File: config.mk
export PLATFORM = sky130hd
export DESIGN_NAME = pgcs_queue
export DESIGN_NICKNAME = d
export VERILOG_FILES = /design/src/rtl/core/pgcs_pkg.sv /design/src/rtl/core/pgcs_queue.sv
export SDC_FILE = /design/constraint.sdc
export NUM_CORES = 1
export LEC_CHECK = 0
export BUFFER_PORTS_ARGS = -buffer_cell sky130_fd_sc_hd__buf_4
export CORE_ASPECT_RATIO = 1.5
export CORE_UTILIZATION = 47
export CTS_CLUSTER_SIZE = 40
export DETAILED_ROUTE_END_ITERATION = 7
export GPL_TIMING_DRIVEN = 0
export HOLD_SLACK_MARGIN = 0.05
export PLACE_DENSITY = 0.85
export SYNTH_ARGS = -nofsm -noshare
export SYNTH_HDL_FRONTEND = slang
export SYNTH_SLANG_ARGS = --single-unit
File: constraint.sdc
create_clock -name clk -period 6.35 [get_ports clk]
set_input_delay 1.27 -clock clk [delete_from_list [all_inputs] [get_ports clk]]
set_output_delay 1.27 -clock clk [all_outputs]
set_load 0.02 [all_outputs]
File: src/rtl/core/pgcs_pkg.sv
package pgcs_pkg;

  localparam int MaxCornersDefault = 64;
  localparam int MaxCellsDefault = 4096;
  localparam int CoordW = 24;
  localparam int SideW = 23;
  localparam int IdxW = 12;
  localparam logic signed [CoordW-1:0] BoxStart = 24'sd256000;
  localparam logic [SideW-1:0] CellSideReset = 23'd1280;
  localparam logic [SideW-1:0] AreaSideReset = 23'd256000;

  typedef enum logic [1:0] {
    MODE_CLEAR  = 2'd0,
    MODE_APPEND = 2'd1,
    MODE_QUERY  = 2'd2,
    MODE_NONE   = 2'd3
  } mode_t;

  typedef enum logic [0:0] {
    REG_CELL_SIDE = 1'b0,
    REG_AREA_SIDE = 1'b1
  } reg_idx_t;

  typedef struct packed {
    logic [1:0] mode;
    logic signed [CoordW-1:0] vertex_x;
    logic signed [CoordW-1:0] vertex_y;
    logic signed [CoordW-1:0] vertex_z;
    logic [IdxW-1:0] cell_col;
    logic [IdxW-1:0] cell_row;
  } in_item_t;

  typedef struct packed {
    logic inside_res;
    logic signed [CoordW-1:0] center_x;
    logic signed [CoordW-1:0] center_y;
    logic signed [CoordW-1:0] center_z;
    logic overflowed;
  } out_item_t;

  // Classified command between front and back
  typedef struct packed {
    logic [1:0] mode;
    logic signed [CoordW-1:0] x;
    logic signed [CoordW-1:0] y;
    logic signed [CoordW-1:0] z;
    logic [IdxW-1:0] col;
    logic [IdxW-1:0] row;
  } cmd_t;

  typedef enum logic [2:0] {
    ST_IDLE,
    ST_DIV,
    ST_CENTER,
    ST_EDGE_RD,
    ST_EDGE_MUL,
    ST_EDGE_CMP,
    ST_OUT
  } bk_state_t;

endpackage

File: src/rtl/core/pgcs_queue.sv
module pgcs_queue #(
  parameter int Depth = 2
) (
  input  logic             clk,
  input  logic             rst,
  input  logic             wr_en,
  input  pgcs_pkg::cmd_t   wr_data,
  output logic             full,
  input  logic             rd_en,
  output pgcs_pkg::cmd_t   rd_data,
  output logic             not_empty
);
  import pgcs_pkg::*;

  localparam int PtrW = (Depth > 1) ? $clog2(Depth) : 1;

  cmd_t mem [Depth];
  logic [PtrW-1:0] wr_ptr;
  logic [PtrW-1:0] rd_ptr;
  logic [PtrW:0] count;

  assign full = (count == (PtrW+1)'(Depth));
  assign not_empty = (count != '0);
  assign rd_data = mem[rd_ptr];

  // Advance pointers and count
  always_ff @(posedge clk) begin
    if (rst) begin
      wr_ptr <= '0;
      rd_ptr <= '0;
      count <= '0;
    end else begin
      if (wr_en) begin
        wr_ptr <= (wr_ptr == PtrW'(Depth-1)) ? '0 : wr_ptr + 1'b1;
      end
      if (rd_en) begin
        rd_ptr <= (rd_ptr == PtrW'(Depth-1)) ? '0 : rd_ptr + 1'b1;
      end
      count <= count + (PtrW+1)'(wr_en) - (PtrW+1)'(rd_en);
    end
  end

  always_ff @(posedge clk) begin
    if (wr_en) begin
      mem[wr_ptr] <= wr_data;
    end
  end

endmodule

==> parameters.txt <==
Parameter                              Value

Placement
  # port buffers    201
  Final Wtd Congestion    0.682
  Number of placed cells counting well taps    730
  Instance area at placement    9230 µm²
  Estimated wirelength of the detail-placed design    9520 µm

Timing
  RSZ-0062 raised after global routing    false
  Max Clock Skew    6.89 ps
  Final-layout setup total negative slack    0 ps
  Achievable clock frequency    0.329 GHz
  Total of endpoints with negative setup slack in the final report    0
  Relative slew margins    0.546
  Max Slew Vio Count    0
  Final Hold Violating Endpoints    0
  Slew at the pin with the worst max-slew slack    681 ps
  Final period util    0.479
  Post-layout minimum cycle time    3040 ps

Power and ir drop
  Power density over the cells    323 nW/µm²
  Highest ir drop seen on vdd    0.277 mV
  Static leakage    3.76 nW

Synth
  Largest area contributor in the netlist    sky130_fd_sc_hd__edfxtp_1
  Count of cell types in the netlist    14
  Synth Instances    326
  Area fraction of the dominant cell type after synthesis    0.799
  Mapped Nets    430
  Total number of yosys warnings    0
  Area of the mapped netlist    7360 µm²
  Largest cells by area after synthesis    sky130_fd_sc_hd__edfxtp_1 (80%), sky130_fd_sc_hd__mux2_2 (12%), sky130_fd_sc_hd__mux2_4 (4.1%)
  Register bit count reported by yosys    201
  Mapped Avg Cell Area    22.6 µm²
  Share of the yosys chip area belonging to registers    0.813

Clocking
  Latest clock arrival within the worst-skew pair    470 ps
  H-tree depth reported by CTS    1
  Number of clock sinks seen by CTS    201
  Post-CTS resize count    0
  Maximum buffer depth of the clock tree    3
  TritonCTS Buffers    19
  CTS Root Cell    sky130_fd_sc_hd__clkbuf_16
  Clock Pin Slew Worst Setup and Hold Paths    60 ps
  Total setup buffers inserted after CTS    0
  Clock tree from TritonCTS    built
  Hold-fix buffers, CTS    0

Setup path
  Crit path cell chain    buf_6 > buf_6 > buf_6 > mux2_4 > buf_4
  Critical-path cell with the highest stage delay    sky130_fd_sc_hd__dfxtp_1
  CP arrival    1770 ps
  Family with the most delay on the worst path    buffers and inverters
  Worst Setup End Kind    output port
  CP Max Fanout    10
  Most used cell, CP    sky130_fd_sc_hd__buf_6
  Worst Setup Start Kind    register
  Critical path class    register to output port
  Required arrival time at the worst endpoint    5080 ps
  Count of buffer and inverter cells on the critical path    4
  Max stage delay on crit path    320 ps

Drt
  DR vias/cell    4.92
  # DRC    0
  Violation count after the first detailed-routing iteration    137
  Routed vias    3736
  First drt pass iteration count    4
  Total wire length after detailed routing    13700 µm
  Detail-routed net length per standard cell    18.1 µm
  Post-route antenna net violation count    0

Final layout
  Post-Layout Cell Count    759
  Antenna diode count    0
  Non-Filler Cell Area, Final    9850 µm²
  Number of nets at the end of the flow    656
  Area growth, synth to finish    33.7%
  Fraction of final layout cells with drive strength greater than 1    0.613
  Utilization after layout    0.648

Status
  Status    finished, final reports clean

Floorplan
  Core footprint    15200 µm²
  Std-Cell Rows    55
  Initial core utilization    0.484
  Width of the die    104 µm
  Die Area    16200 µm²
  IO Pins    202
  Die Height    155 µm

Run
  Max-cap violations    0

GRT
  Gr usage total    0.167
  Maximum number of pins on one net before global-route repair    54
  Vias in the first global route    4132
  First-pass GRT wire length    21000 µm
  Global-route congestion overflow total    0
  Antenna violations before repair    0

Worst hold path
  Hold/Removal Path Class    register to register
## cell families (layout without fill, tap and decap cells)
kind of cell | Yosys count | in the layout | synth area share
fa+ha+maj | 2 | 2 | 0.00340
mux | 98 | 98 | 0.160
xor+xnor | 3 | 3 | 0.00544
buf+inv | 13 | 247 | 0.0119
flops | 201 | 201 | 0.813
simple gates | 9 | 9 | 0.00629
## final cells by class
| class | instances | area [µm²] |
|---|---|---|
| plain buffers | 11 | 80.1 |
| clock buffers | 19 | 475 |
| clock inverters | 10 | 146 |
| fillers | 1069 | 5360 |
| inverters | 2 | 7.51 |
| multi-input cells | 112 | 1300 |
| flip-flops and latches | 201 | 5990 |
| well taps | 199 | 249 |
| repair buffers | 205 | 1600 |
## metal layers
layer	vias to the layer above	global-route usage	share of wire
met5	-	0	0
met1	1834	0.169	0.35
met4	0	0.0680	0.029
met3	30	0.0427	0.062
li1	1730	-	-
met2	142	0.324	0.56
## registers in the layout, summed over array words and instances, names as in the netlist, named ones only
name,cells
rd_ptr,1
mem,196
wr_ptr,1
count,2
## cell usage in the layout, fill, tap and decap left out, types with 3 or more instances in the layout
| master | n |
|---|---|
| sky130_fd_sc_hd__nor2_1 | 4 |
| sky130_fd_sc_hd__buf_4 | 201 |
| sky130_fd_sc_hd__edfxtp_1 | 196 |
| sky130_fd_sc_hd__bufinv_16 | 4 |
| sky130_fd_sc_hd__clkbuf_16 | 19 |
| sky130_fd_sc_hd__clkinv_2 | 3 |
| sky130_fd_sc_hd__mux2_4 | 20 |
| sky130_fd_sc_hd__buf_2 | 7 |
| sky130_fd_sc_hd__clkinv_1 | 3 |
| sky130_fd_sc_hd__dfxtp_1 | 5 |
| sky130_fd_sc_hd__mux2_2 | 78 |
| sky130_fd_sc_hd__buf_6 | 4 |
## worst min-delay path, delay by kind of cell, from the launching register on
family	cells	cell delay [ps]
flops	1	340
simple gates	1	90
xor+xnor	1	90
## cells in the mapped netlist
| library cell | number |
|---|---|
| sky130_fd_sc_hd__and2_1 | 1 |
| sky130_fd_sc_hd__buf_2 | 7 |
| sky130_fd_sc_hd__buf_6 | 4 |
| sky130_fd_sc_hd__dfxtp_1 | 5 |
| sky130_fd_sc_hd__edfxtp_1 | 196 |
| sky130_fd_sc_hd__ha_1 | 2 |
| sky130_fd_sc_hd__inv_1 | 2 |
| sky130_fd_sc_hd__mux2_2 | 78 |
| sky130_fd_sc_hd__mux2_4 | 20 |
| sky130_fd_sc_hd__nor2_1 | 4 |
| sky130_fd_sc_hd__nor2b_1 | 3 |
| sky130_fd_sc_hd__or2_2 | 1 |
| sky130_fd_sc_hd__xnor2_1 | 2 |
| sky130_fd_sc_hd__xnor3_1 | 1 |
## final timing paths
check | endpoint | slack, ps | from | cells after the start
worst min-delay path | rd_ptr | 560 | rd_ptr | 2
worst max register to register | mem[1][68] | 4610 | wr_ptr | 2
worst max-delay path | rd_data[82] | 3310 | register | 5
worst min register to register | rd_ptr | 560 | rd_ptr | 2
## through the flow
stage	worst slack (ps)	power (mW)	hold WS [ps]
5_1_grt	3210	3.28	574
6_report	3310	3.18	560
2_1_floorplan	246	1.86	480
4_1_cts	3250	3.21	554
3_5_place_dp	3660	2.07	527
3_3_place_gp	-1980	2.05	492
## power by group
| part | switching (mW) | internal, mW |
|---|---|---|
| combinational | 0.235 | 0.231 |
| sequential | 0.0206 | 1.55 |
| clock | 0.439 | 0.702 |
(Power assumes the default switching activity.)
